$ cat config.mk
export PLATFORM = sky130hd
export DESIGN_NAME = isotp_receive_reassembler
export DESIGN_NICKNAME = d
export VERILOG_FILES = /design/src/sv/isotp_rx_pkg.sv /design/src/sv/isotp_rx_lane.sv /design/src/sv/isotp_rx_decode.sv /design/src/sv/isotp_rx_emit.sv /design/src/sv/isotp_receive_reassembler.sv
export SDC_FILE = /design/constraint.sdc
export NUM_CORES = 1
export LEC_CHECK = 0
export ABC_AREA = 1
export BUFFER_PORTS_ARGS = -buffer_cell sky130_fd_sc_hd__clkbuf_2
export CAP_MARGIN = 20
export CORE_ASPECT_RATIO = 0.8
export CORE_MARGIN = 8
export CORE_UTILIZATION = 51
export CTS_CLUSTER_SIZE = 8
export DETAILED_ROUTE_END_ITERATION = 12
export GPL_TIMING_DRIVEN = 0
export PLACE_DENSITY = 0.75
export SETUP_SLACK_MARGIN = 0.1
export SYNTH_ARGS = -nofsm -noshare
export SYNTH_HDL_FRONTEND = slang
export SYNTH_HIERARCHICAL = 1
export SYNTH_SLANG_ARGS = --single-unit
$ cat constraint.sdc
create_clock -name clk -period 6.6 [get_ports clk]
set_input_delay 0.33 -clock clk [delete_from_list [all_inputs] [get_ports clk]]
set_output_delay 0.33 -clock clk [all_outputs]
set_load 0.05 [all_outputs]
$ cat src/sv/isotp_rx_pkg.sv
// Shared types and constants for the ISO-TP receive reassembler.
// Holds the frame record passed from the decoder to the output stage.
// No dependencies.
`default_nettype none

package isotp_rx_pkg;

  localparam int NUM_LANES = 7;
  localparam int POS_W     = 12;
  localparam int BASE_W    = 20;

  // Configuration register indexes.
  localparam logic REG_OWN_RX_ID     = 1'b0;
  localparam logic REG_RX_BLOCK_SIZE = 1'b1;

  // PCI types from the high nibble of byte 0.
  localparam logic [3:0] PCI_SINGLE      = 4'h0;
  localparam logic [3:0] PCI_FIRST       = 4'h1;
  localparam logic [3:0] PCI_CONSECUTIVE = 4'h2;
  localparam logic [3:0] PCI_FLOW        = 4'h3;

  // Frame status codes.
  localparam logic [2:0] ST_FOREIGN  = 3'd0;
  localparam logic [2:0] ST_SINGLE   = 3'd1;
  localparam logic [2:0] ST_FIRST    = 3'd2;
  localparam logic [2:0] ST_CONSEC   = 3'd3;
  localparam logic [2:0] ST_LAST_CF  = 3'd4;
  localparam logic [2:0] ST_FLOW     = 3'd5;
  localparam logic [2:0] ST_UNKNOWN  = 3'd6;

  localparam logic [3:0] SF_MAX_LEN  = 4'd7;
  localparam logic [2:0] FF_PAYLOAD  = 3'd6;
  localparam logic [15:0] FF_OFFSET  = 16'd6;

  typedef struct packed {
    logic [2:0]             nbytes;
    logic [6:0][7:0]        bytes;
    logic [POS_W-1:0]       start_pos;
    logic [2:0]             status;
    logic                   fc;
    logic [11:0]            msg_len;
    logic [3:0]             peer_bs;
  } frame_rec_t;

endpackage

`default_nettype wire

$ cat src/sv/isotp_rx_lane.sv
// One byte lane of the consecutive-frame counter compare.
// Uses isotp_rx_pkg for widths.
`default_nettype none

module isotp_rx_lane (
  input  wire logic [isotp_rx_pkg::BASE_W-1:0] base,
  input  wire logic [2:0]                      lane_num,
  input  wire logic [11:0]                     length,
  output logic                                 match
);
  import isotp_rx_pkg::*;

  logic [BASE_W-1:0] count;

  // Running byte count of this lane's byte, compared exactly to the length.
  assign count = base + {{(BASE_W-3){1'b0}}, lane_num};
  assign match = (count == {{(BASE_W-12){1'b0}}, length});

endmodule

`default_nettype wire

$ cat src/sv/isotp_rx_decode.sv
// Frame classifier, transport state and lane merge.
// Uses isotp_rx_pkg; lane matches come from the isotp_rx_lane instances.
`default_nettype none

module isotp_rx_decode (
  input  wire logic                              clk,
  input  wire logic                              rst,
  input  wire logic                              take,
  input  wire logic [10:0]                       can_id,
  input  wire logic [7:0][7:0]                   data,
  input  wire logic [10:0]                       own_rx_id,
  input  wire logic [3:0]                        rx_block_size,
  input  wire logic [6:0]                        lane_match,
  output logic [isotp_rx_pkg::BASE_W-1:0]        base,
  output logic [11:0]                            length,
  output isotp_rx_pkg::frame_rec_t               rec
);
  import isotp_rx_pkg::*;

  logic [15:0] frame_sequence, frame_sequence_next;
  logic [15:0] byte_offset, byte_offset_next;
  logic [11:0] length_latched, length_latched_next;
  logic [3:0]  peer_bs_latched, peer_bs_latched_next;

  logic [3:0]  pci;
  logic [3:0]  sf_len;
  logic [15:0] seq_inc;
  logic [2:0]  first_hit;
  logic        any_hit;

  assign pci    = data[0][7:4];
  assign length = length_latched;

  // Start count of this block's frame: frame_sequence * 7 + byte_offset.
  assign base = {1'b0, frame_sequence, 3'b000} - {4'b0000, frame_sequence}
              + {4'b0000, byte_offset};

  assign sf_len  = (data[0][3:0] > SF_MAX_LEN) ? SF_MAX_LEN : data[0][3:0];
  assign seq_inc = frame_sequence + 16'd1;

  // Priority merge: the lowest lane whose count reaches the length ends the message.
  always_comb begin
    first_hit = 3'd7;
    any_hit   = 1'b0;
    for (int i = 6; i >= 0; i--) begin
      if (lane_match[i]) begin
        first_hit = 3'(i + 1);
        any_hit   = 1'b1;
      end
    end
  end

  always_comb begin
    frame_sequence_next  = frame_sequence;
    byte_offset_next     = byte_offset;
    length_latched_next  = length_latched;
    peer_bs_latched_next = peer_bs_latched;
    rec.nbytes    = 3'd0;
    rec.bytes     = {data[7], data[6], data[5], data[4], data[3], data[2], data[1]};
    rec.start_pos = '0;
    rec.status    = ST_FOREIGN;
    rec.fc        = 1'b0;
    if (can_id == own_rx_id) begin
      case (pci)
        PCI_SINGLE: begin
          length_latched_next = {8'd0, sf_len};
          rec.nbytes = sf_len[2:0];
          rec.status = ST_SINGLE;
        end
        PCI_FIRST: begin
          length_latched_next = {data[0][3:0], data[1]};
          frame_sequence_next = '0;
          byte_offset_next    = FF_OFFSET;
          rec.bytes  = {8'd0, data[7], data[6], data[5], data[4], data[3], data[2]};
          rec.nbytes = FF_PAYLOAD;
          rec.status = ST_FIRST;
          rec.fc     = 1'b1;
        end
        PCI_CONSECUTIVE: begin
          rec.start_pos = base[POS_W-1:0];
          rec.nbytes    = first_hit;
          if (any_hit) begin
            rec.status = ST_LAST_CF;
          end else begin
            rec.status = ST_CONSEC;
            frame_sequence_next = seq_inc;
            if (rx_block_size != 4'd0 && seq_inc == {12'd0, rx_block_size}) begin
              frame_sequence_next = '0;
              byte_offset_next = byte_offset
                               + {9'd0, rx_block_size, 3'b000} - {12'd0, rx_block_size};
              rec.fc = 1'b1;
            end
          end
        end
        PCI_FLOW: begin
          peer_bs_latched_next = data[1][3:0];
          rec.status = ST_FLOW;
        end
        default: begin
          rec.status = ST_UNKNOWN;
        end
      endcase
    end
    rec.msg_len = length_latched_next;
    rec.peer_bs = peer_bs_latched_next;
  end

  always_ff @(posedge clk) begin
    if (rst) begin
      frame_sequence  <= '0;
      byte_offset     <= '0;
      length_latched  <= '0;
      peer_bs_latched <= '0;
    end else if (take) begin
      frame_sequence  <= frame_sequence_next;
      byte_offset     <= byte_offset_next;
      length_latched  <= length_latched_next;
      peer_bs_latched <= peer_bs_latched_next;
    end
  end

endmodule

`default_nettype wire

$ cat src/sv/isotp_rx_emit.sv
// Output stage: a pending frame record and the record being emitted,
// one result item per cycle while out_stall is low. Uses isotp_rx_pkg.
`default_nettype none

module isotp_rx_emit (
  input  wire logic                      clk,
  input  wire logic                      rst,
  input  wire logic                      take,
  input  wire isotp_rx_pkg::frame_rec_t  in_rec,
  output logic                           in_stall,
  output logic                           out_valid,
  input  wire logic                      out_stall,
  output logic                           result_kind,
  output logic [11:0]                    byte_position,
  output logic [7:0]                     byte_value,
  output logic [2:0]                     frame_status,
  output logic [11:0]                    message_length,
  output logic                           send_flow_control,
  output logic [3:0]                     peer_block_size,
  output logic                           last_result
);
  import isotp_rx_pkg::*;

  frame_rec_t e_rec, p_rec;
  logic       e_valid, p_valid;
  logic [2:0] idx;
  logic       pop, pop_last, e_free, load_in_e, load_in_p, move;
  logic       is_status;

  assign in_stall  = p_valid;
  assign pop       = e_valid && !out_stall;
  assign pop_last  = pop && (idx == e_rec.nbytes);
  assign e_free    = !e_valid || pop_last;
  assign load_in_e = take && e_free && !p_valid;
  assign load_in_p = take && !load_in_e;
  assign move      = p_valid && e_free;

  always_ff @(posedge clk) begin
    if (rst) begin
      e_valid <= 1'b0;
      p_valid <= 1'b0;
      idx     <= '0;
    end else begin
      if (load_in_e || move) begin
        e_valid <= 1'b1;
        idx     <= '0;
      end else if (pop_last) begin
        e_valid <= 1'b0;
      end else if (pop) begin
        idx <= idx + 3'd1;
      end
      if (move) begin
        p_valid <= 1'b0;
      end else if (load_in_p) begin
        p_valid <= 1'b1;
      end
    end
  end

  always_ff @(posedge clk) begin
    if (move) begin
      e_rec <= p_rec;
    end else if (load_in_e) begin
      e_rec <= in_rec;
    end
    if (load_in_p) begin
      p_rec <= in_rec;
    end
  end

  assign is_status = (idx == e_rec.nbytes);

  always_comb begin
    out_valid         = e_valid;
    result_kind       = is_status;
    byte_position     = is_status ? '0 : e_rec.start_pos + {9'd0, idx};
    byte_value        = is_status ? 8'd0 : e_rec.bytes[idx];
    frame_status      = is_status ? e_rec.status : ST_FOREIGN;
    message_length    = e_rec.msg_len;
    send_flow_control = is_status && e_rec.fc;
    peer_block_size   = e_rec.peer_bs;
    last_result       = is_status;
  end

endmodule

`default_nettype wire

$ cat src/sv/isotp_receive_reassembler.sv
// ISO-TP (CAN transport) receive reassembler, top level.
// Depends on isotp_rx_pkg, isotp_rx_lane, isotp_rx_decode and isotp_rx_emit.
//
// Usage: each input item is one received CAN frame (can_id plus eight data
// bytes), accepted when in_valid is high and in_stall is low. For a frame
// with our identifier the block emits one result item per payload byte
// (result_kind 0, with its message position) followed by one status item
// (result_kind 1, last_result 1). Frames for other identifiers, flow-control
// frames and unknown PCI types give a status item only.
// The configuration channel writes own_rx_id (index 0) or rx_block_size
// (index 1) whenever cfg_valid is high; cfg_ready is always high. Write
// registers only while no frame is in flight.
// When the output stage is empty, the first result item of a frame is on the
// outputs the cycle after the frame is accepted. A frame gives one item per
// payload byte, then a status item, one item per cycle while out_stall is
// low; that output register sets the sustained rate. A pending-frame register
// sits in front of it, so a new frame is taken while results still wait.
// Seven lanes compare the running byte count of each consecutive-frame
// byte with the announced length in parallel; a priority merge picks the
// last byte. When out_stall is high the current item holds; once the
// pending register is full, in_stall rises. Reset clears all transport
// state and loads own_rx_id 2016 and rx_block_size 8.
`default_nettype none

module isotp_receive_reassembler (
  input  wire logic        clk,
  input  wire logic        rst,
  input  wire logic        cfg_valid,
  output logic             cfg_ready,
  input  wire logic        cfg_index,
  input  wire logic [10:0] cfg_data,
  input  wire logic        in_valid,
  output logic             in_stall,
  input  wire logic [10:0] can_id,
  input  wire logic [7:0]  data_byte_0,
  input  wire logic [7:0]  data_byte_1,
  input  wire logic [7:0]  data_byte_2,
  input  wire logic [7:0]  data_byte_3,
  input  wire logic [7:0]  data_byte_4,
  input  wire logic [7:0]  data_byte_5,
  input  wire logic [7:0]  data_byte_6,
  input  wire logic [7:0]  data_byte_7,
  output logic             out_valid,
  input  wire logic        out_stall,
  output logic             result_kind,
  output logic [11:0]      byte_position,
  output logic [7:0]       byte_value,
  output logic [2:0]       frame_status,
  output logic [11:0]      message_length,
  output logic             send_flow_control,
  output logic [3:0]       peer_block_size,
  output logic             last_result
);
  import isotp_rx_pkg::*;

  logic [10:0]        own_rx_id;
  logic [3:0]         rx_block_size;
  logic               take;
  logic [7:0][7:0]    data;
  logic [BASE_W-1:0]  base;
  logic [11:0]        length;
  logic [6:0]         lane_match;
  frame_rec_t         rec;

  assign cfg_ready = 1'b1;
  assign take      = in_valid && !in_stall;
  assign data      = {data_byte_7, data_byte_6, data_byte_5, data_byte_4,
                      data_byte_3, data_byte_2, data_byte_1, data_byte_0};

  always_ff @(posedge clk) begin
    if (rst) begin
      own_rx_id     <= 11'd2016;
      rx_block_size <= 4'd8;
    end else if (cfg_valid && cfg_ready) begin
      case (cfg_index)
        REG_OWN_RX_ID:     own_rx_id     <= cfg_data;
        REG_RX_BLOCK_SIZE: rx_block_size <= cfg_data[3:0];
        default: begin
        end
      endcase
    end
  end

  // Lane i checks byte i+1 of a consecutive frame.
  for (genvar g = 0; g < NUM_LANES; g++) begin : g_lane
    isotp_rx_lane u_lane (
      .base     (base),
      .lane_num (3'(g + 1)),
      .length   (length),
      .match    (lane_match[g])
    );
  end

  isotp_rx_decode u_decode (
    .clk           (clk),
    .rst           (rst),
    .take          (take),
    .can_id        (can_id),
    .data          (data),
    .own_rx_id     (own_rx_id),
    .rx_block_size (rx_block_size),
    .lane_match    (lane_match),
    .base          (base),
    .length        (length),
    .rec           (rec)
  );

  isotp_rx_emit u_emit (
    .clk               (clk),
    .rst               (rst),
    .take              (take),
    .in_rec            (rec),
    .in_stall          (in_stall),
    .out_valid         (out_valid),
    .out_stall         (out_stall),
    .result_kind       (result_kind),
    .byte_position     (byte_position),
    .byte_value        (byte_value),
    .frame_status      (frame_status),
    .message_length    (message_length),
    .send_flow_control (send_flow_control),
    .peer_block_size   (peer_block_size),
    .last_result       (last_result)
  );

endmodule

`default_nettype wire
* Yosys cells after proc, flatten, opt, wreduce, memory -nomap -nowiden *
Cells that the tools add are included.

storage, ports and cells
  flip-flop bits (word level) = 250
  bits in latches = 0
  memory bits (writable) = 0
  memory bits (read-only) = 0
  output and inout bits = 45
  memories kept = 0

cells by class
  add/subtract/negate cells = 14
  $mul = 0
  div/mod/pow operators = 0
  $lt $le $gt $ge = 2
  equal/unequal tests = 15
  shift operators = 0
  muxes and demuxes = 42
  bitwise gates (word level) = 2
  reductions and logical operators = 27

operator list
  cell                   count
  $mux 91                2
  $eq 20x12->1           7
  $add 20x3->20 const B  4
  $mux 75                1
  $mux 16                4
  $pmux 16 s2            2
  $mux 56                1
  $add 20x2->20 const B  2
  $mux 12                3
  $bmux 8 s3             1
  $pmux 12 s2            1
  $add 20x1->20 const B  1
  $add 20x16->20         1
  $sub 19x16->20         1
  $add 16x1->16 const B  1
  $add 16x7->16          1
  $eq 16x4->1            1
  $mux 8                 2
  $sub 16x4->16          1
  $mux 3                 5
  $add 12x3->12          1
  $mux 1                 12
  $mux 4                 3
  $pmux 3 s4             1
  23 further kinds       43

* Logic depth before layout (Yosys ltp) *
  depth after elaboration = 16
  gate-level depth with buffers = 34
  depth with buffers taken out = 33

* Modules after synthesis *
The synthesis kept the hierarchy.

modules (own cells, without submodules)
  module                                 instances  cells each  area each (µm²)  seq. area each (µm²)
  isotp_rx_emit                          1          739         8206.6           5565.3
  isotp_rx_decode                        1          996         5858.1           960.9
  isotp_rx_lane at g_lane[2].u_lane ...  5          183         915.9            0.0
  isotp_rx_lane at g_lane[0].u_lane ...  2          172         890.9            0.0
  isotp_receive_reassembler              1          85          620.6            300.3

* Worst setup path after synthesis *
No wires, ideal clock.

  kind = register -> register
  start = register u_decode.frame_sequence[3]
  end = register u_decode.frame_sequence[14]
  library setup time = 71 ps
  data arrival time = 5737 ps
  data required time = 6529 ps
  setup slack = 792 ps
  cell stages (with the launch flop) = 28
  cells stage by stage = dfxtp_1 > inv_1 > fa_1 > ha_1 > nand2_1 > nor2_1 > nor2_1 > o21ai_0 > a21oi_1 > o21bai_1 > xor2_1 > nand3_1 > nor3_2 > nand3b_1 > nand2_1 > inv_1 > nand3_1 > nor2_1 > nor2_1 > nand2_1 > nor4_1 > nand2_1 > nand2_1 > nand3_2 > inv_2 > buf_2 > nand3_1 > a21oi_1

between the ends
  elaborated cells on any way between the ends = 31

RTL lines
  what                        line                             text
  from (decl)                 isotp_rx_decode.sv:20            logic [15:0] frame_sequence, frame_sequence_next;
  from (signal assigned)      isotp_rx_decode.sv:115           frame_sequence <= frame_sequence_next;
  $sub 19x16->20              isotp_rx_decode.sv:35            assign base = {1'b0, frame_sequence, 3'b000} - {4'b0000, frame_sequence}
  $add 20x16->20              isotp_rx_decode.sv:36            + {4'b0000, byte_offset};
  named net base[14]          isotp_receive_reassembler.sv:60  logic [BASE_W-1:0] base;
  $add 20x2->20               isotp_rx_lane.sv:16              assign count = base + {{(BASE_W-3){1'b0}}, lane_num};
  $eq 20x12->1                isotp_rx_lane.sv:17              assign match = (count == {{(BASE_W-12){1'b0}}, length});
  named net lane_match[2]     isotp_receive_reassembler.sv:62  logic [6:0] lane_match;
  $mux 1 (3 in series)        isotp_rx_decode.sv:46            if (lane_match[i]) begin
  $ne 2x2->1 (no line)        n/a
  $reduce_and 4->1 (no line)  n/a

The timed path passes the listed nets, and every way through them passes these cells. The select of a mux whose other input is x is not followed.
A chain may end at the register's enable or synchronous reset.

* Worst setup path after layout *
  start = register u_decode.frame_sequence[1]
  end = register u_decode.byte_offset[11]

between the ends
  elaborated cells on any way between the ends = 29

RTL lines
  what                        line                             text
  $sub 19x16->20              isotp_rx_decode.sv:35
  $add 20x16->20              isotp_rx_decode.sv:36
  named net base[7]           isotp_receive_reassembler.sv:60
  $add 20x2->20               isotp_rx_lane.sv:16
  $eq 20x12->1                isotp_rx_lane.sv:17
  named net lane_match[2]     isotp_receive_reassembler.sv:62
  $mux 1 (3 in series)        isotp_rx_decode.sv:46
  $ne 2x2->1 (no line)        n/a
  $reduce_and 5->1 (no line)  n/a
  to (signal assigned)        isotp_rx_decode.sv:116           byte_offset <= byte_offset_next;
  to (decl)                   isotp_rx_decode.sv:21            logic [15:0] byte_offset, byte_offset_next;

The timed path passes the listed nets, and every way through them passes these cells.

==> flow_summary.ini <==
[floorplan]
core_area_um2 = 40710
initial_core_util_pct = 51.70
die_w_um = 243.1
die_area_um2 = 48060
io_pins = 137
die_h_um = 197.7
fp-row-count = 66

[worst_setup_path]
path_class = reg -> reg
cpLargestDelayFamily = simple AND/OR/NAND/NOR gates
critPathCapture = u_decode/byte_offset[11]$_SDFFE_PP0P_
r2r-end = u_decode/byte_offset[11]$_SDFFE_PP0P_
worstPathArrival_ns = 6.73
rrSetupSlack_ns = 0.33
crit_buf_inv = 6
crit_path_top_delay_cell = inv_1
cpPeakStageDelay_ns = 0.65
cp_common_cell = nor2_1
worstPathRequired_ns = 7.06
cp-start-kind = register
end_kind = register
cp.depth = 28
r2r_start = u_decode/frame_sequence[1]$_SDFFE_PP0P_
rr_worst_depth = 28
cp_max_fo = 14
critPathLaunch = u_decode/frame_sequence[1]$_SDFFE_PP0P_

[pwr]
p_leak_uw = 0.01114
vdd_drop_max_mv = 0.2030
p_per_area_nw_per_um2 = 185.5

[clock_tree]
clock_sinks = 250
clockBufferDepth = 3
clkLatencyLatePin_ns = 0.54
ctsHoldBuffers = 0
clkTransAtPathRegs_ns = 0.05
cts_tree = built
root_buffer = clkbuf_16
cts_buffers = 37
htree_levels = 2

[timing]
finalWorstPathRequiredPeriod_ns = 6.266
final_max_slew_viol_count = 0
relSlewSlack_pct = 27.28
fin_ws_ns = 0.3337
fmax_mhz = 159.6
skew_ns = 0.03064
final-hold-violation-count = 0
setup_viol = 0
tns_ns = 0
rsz0062_at_grt = false
worstMarginPinSlew_ns = 1.091
fin_crit_sh_pct = 94.94

[yosys]
synth_warnings = 6
yosysTopAreaCell = edfxtp_1
synth.top_cell.area_share_pct = 25.97
netlist_instances = 3079
netlist_area_um2 = 21050
ys_types = 48
synth.most_common_cell = nand2_1
synthFlopType = edfxtp_1
ys_ff_latch = 250
synth_area_per_cell_um2 = 6.835
synth.area.top_cells = edfxtp_1 26%, nand2_1 17%, inv_1 6.8%
ys_async_sr_fraction_pct = 0
seq_area_frac_synth_pct = 32.44
synth_enable_flop_cells = 182
synth_common_cells = 943 x nand2_1, 379 x inv_1, 334 x nor2_1

[route]
dr.pass1.iters = 9
drtIter0Drc = 2709
wl_per_cell_um = 17.66
wirelength_um = 68660
ant_nets = 0
drc = 0
vias_per_cell = 5.671
num_vias = 22045

[layout]
utilization_pct = 59.80
drive_gt1_share_pct = 12.81
syn2layout_area_growth_pct = 15.68
fin_area_um2 = 24350
final_nets = 3499

[placed_design]
dpl_cell_area_um2 = 22900
pre_cts_ws_ns = -0.4888
dp_hpwl_um = 50770
gp_congestion = 0.9683
port_buffers = 135

[grt]
grt_pass1_wl_um = 106100
grt_pass1_vias = 20274
overflow = 0
antenna_found_initial = 0
grt_max_degree = 59
grt_use_total_pct = 26.94

[run]
drv_cap = 0

[status]
status = finished clean

[hold_path]
hold_class = in -> reg
==> logic make-up (layout without fill, tap and decap cells) <==
family                   count (synthesis)  in the layout  synth area share, %
AO/OA/AOI/OAI                          314            314                8.037
XOR/XNOR                                79             80                3.323
adder cells (fa/ha/maj)                 92             92                6.325
buffers and inverters                  496            731                9.649
flip-flops                             250            250                32.44
other                                    2             30              0.03568
AND/OR/NAND/NOR                       1846           1846                40.19
==> flip-flops by register name, indices dropped and copies added, names as in the netlist, 4 cells and up <==
signal                    cells
u_decode/length              12
rx_block_size                 4
u_decode/frame_sequence      16
u_decode/byte_offset         16
u_emit/message_length        12
u_emit/p_rec                 91
own_rx_id                    11
u_emit/peer_block_size        4
u_decode/peer_bs_latched      4
u_emit/e_rec                 75
==> layout by cell type (no fill, tap or decap), types with 9 or more instances in the layout <==
cell / Yosys / final
a31oi_1: 9 / 9
buf_2: 26 / 26
nand4_1: 132 / 132
nor2_2: 31 / 31
nand3_2: 15 / 14
inv_1: 379 / 374
nand2_4: 20 / 20
o21bai_1: 14 / 13
o21ai_1: 15 / 18
nor2_4: 13 / 14
o22ai_1: 17 / 17
clkbuf_2: 0 / 135
nand2_1: 943 / 943
nand2_2: 22 / 22
a21oi_1: 100 / 98
xnor2_1: 36 / 34
clkbuf_16: 0 / 38
buf_4: 27 / 43
buf_16: 0 / 10
conb_1: 2 / 29
nor2_1: 334 / 333
xor2_1: 42 / 35
o21ai_0: 138 / 134
nor3_1: 24 / 23
fa_1: 24 / 24
clkbuf_1: 44 / 69
dfxtp_1: 68 / 68
o211ai_1: 10 / 10
nand3b_1: 36 / 36
edfxtp_1: 182 / 182
ha_1: 68 / 67
nand3_1: 238 / 238
==> tightest hold or removal path: stages <==
cell and delay [ns]:
clkbuf_2 0.10, nand2_1 0.05, nand3_1 0.05
==> repair_timing <==
| action | 4_1_cts | 5_1_grt |
|---|---|---|
| pin swaps | 2 | 1 |
| resized for setup | 7 | 21 |
| gates cloned | 1 | 2 |
| setup endpoints to repair | 32 | 36 |
| buffers inserted | 6 | 10 |
==> final cells by class <==
| class | count | area, um^2 |
|---|---|---|
| tap | 544 | 680.7 |
| timing repair inverter | 2 | 15.01 |
| sequential | 250 | 6827 |
| antenna | 1 | 2.502 |
| clock inverter | 3 | 43.79 |
| buffer | 103 | 550.5 |
| clock buffer | 63 | 1045 |
| inverter | 393 | 1500 |
| multi-input combinational | 2361 | 12520 |
| timing repair buffer | 167 | 1162 |
| fill | 3698 | 16360 |
==> routing by layer <==
layer  GRT usage [%]  vias to the layer above  share of wire, %
li1                -                    10520                 -
met1           35.97                    10124                41
met2           43.06                     1199                44
met3           5.360                      202                11
met4           10.11                        0               3.8
met5               0                        -                 0
==> power breakdown <==
group	internal, uW	switching (uW)	leakage (uW)	total (uW)
clock	1080	696	0.000515	1770
sequential	1850	88.2	0.00229	1930
combinational	241	568	0.00833	809
total	3160	1350	0.0111	4520
==> worst min-delay path by stage <==
stage	startpoint	to	cells past startpoint
2_1_floorplan	rst	u_emit/out_valid$_SDFFE_PP0P_	1
3_3_place_gp	own_rx_id[6]$_SDFFE_PP1P_	own_rx_id[6]$_SDFFE_PP1P_	2
6_report	cfg_data[3]	rx_block_size[3]$_SDFFE_PP1P_	3
5_1_grt	cfg_data[3]	rx_block_size[3]$_SDFFE_PP1P_	3
4_1_cts	cfg_data[3]	rx_block_size[3]$_SDFFE_PP1P_	3
3_5_place_dp	own_rx_id[6]$_SDFFE_PP1P_	own_rx_id[6]$_SDFFE_PP1P_	2
==> through the flow <==
| stage | total power, uW | hold WS (ns) | instances |
|---|---|---|---|
| floorplan | 2491 | 0.3991 | 3106 |
| global placement | 2729 | 0.4572 | 3785 |
| detailed placement | 2748 | 0.4651 | 3799 |
| CTS | 4521 | 0.006339 | 3872 |
| global route | 4679 | 0.04987 | 3886 |
| finish | 4516 | 0.02422 | 3887 |
No activity file was read; power rests on OpenSTA's default activity.
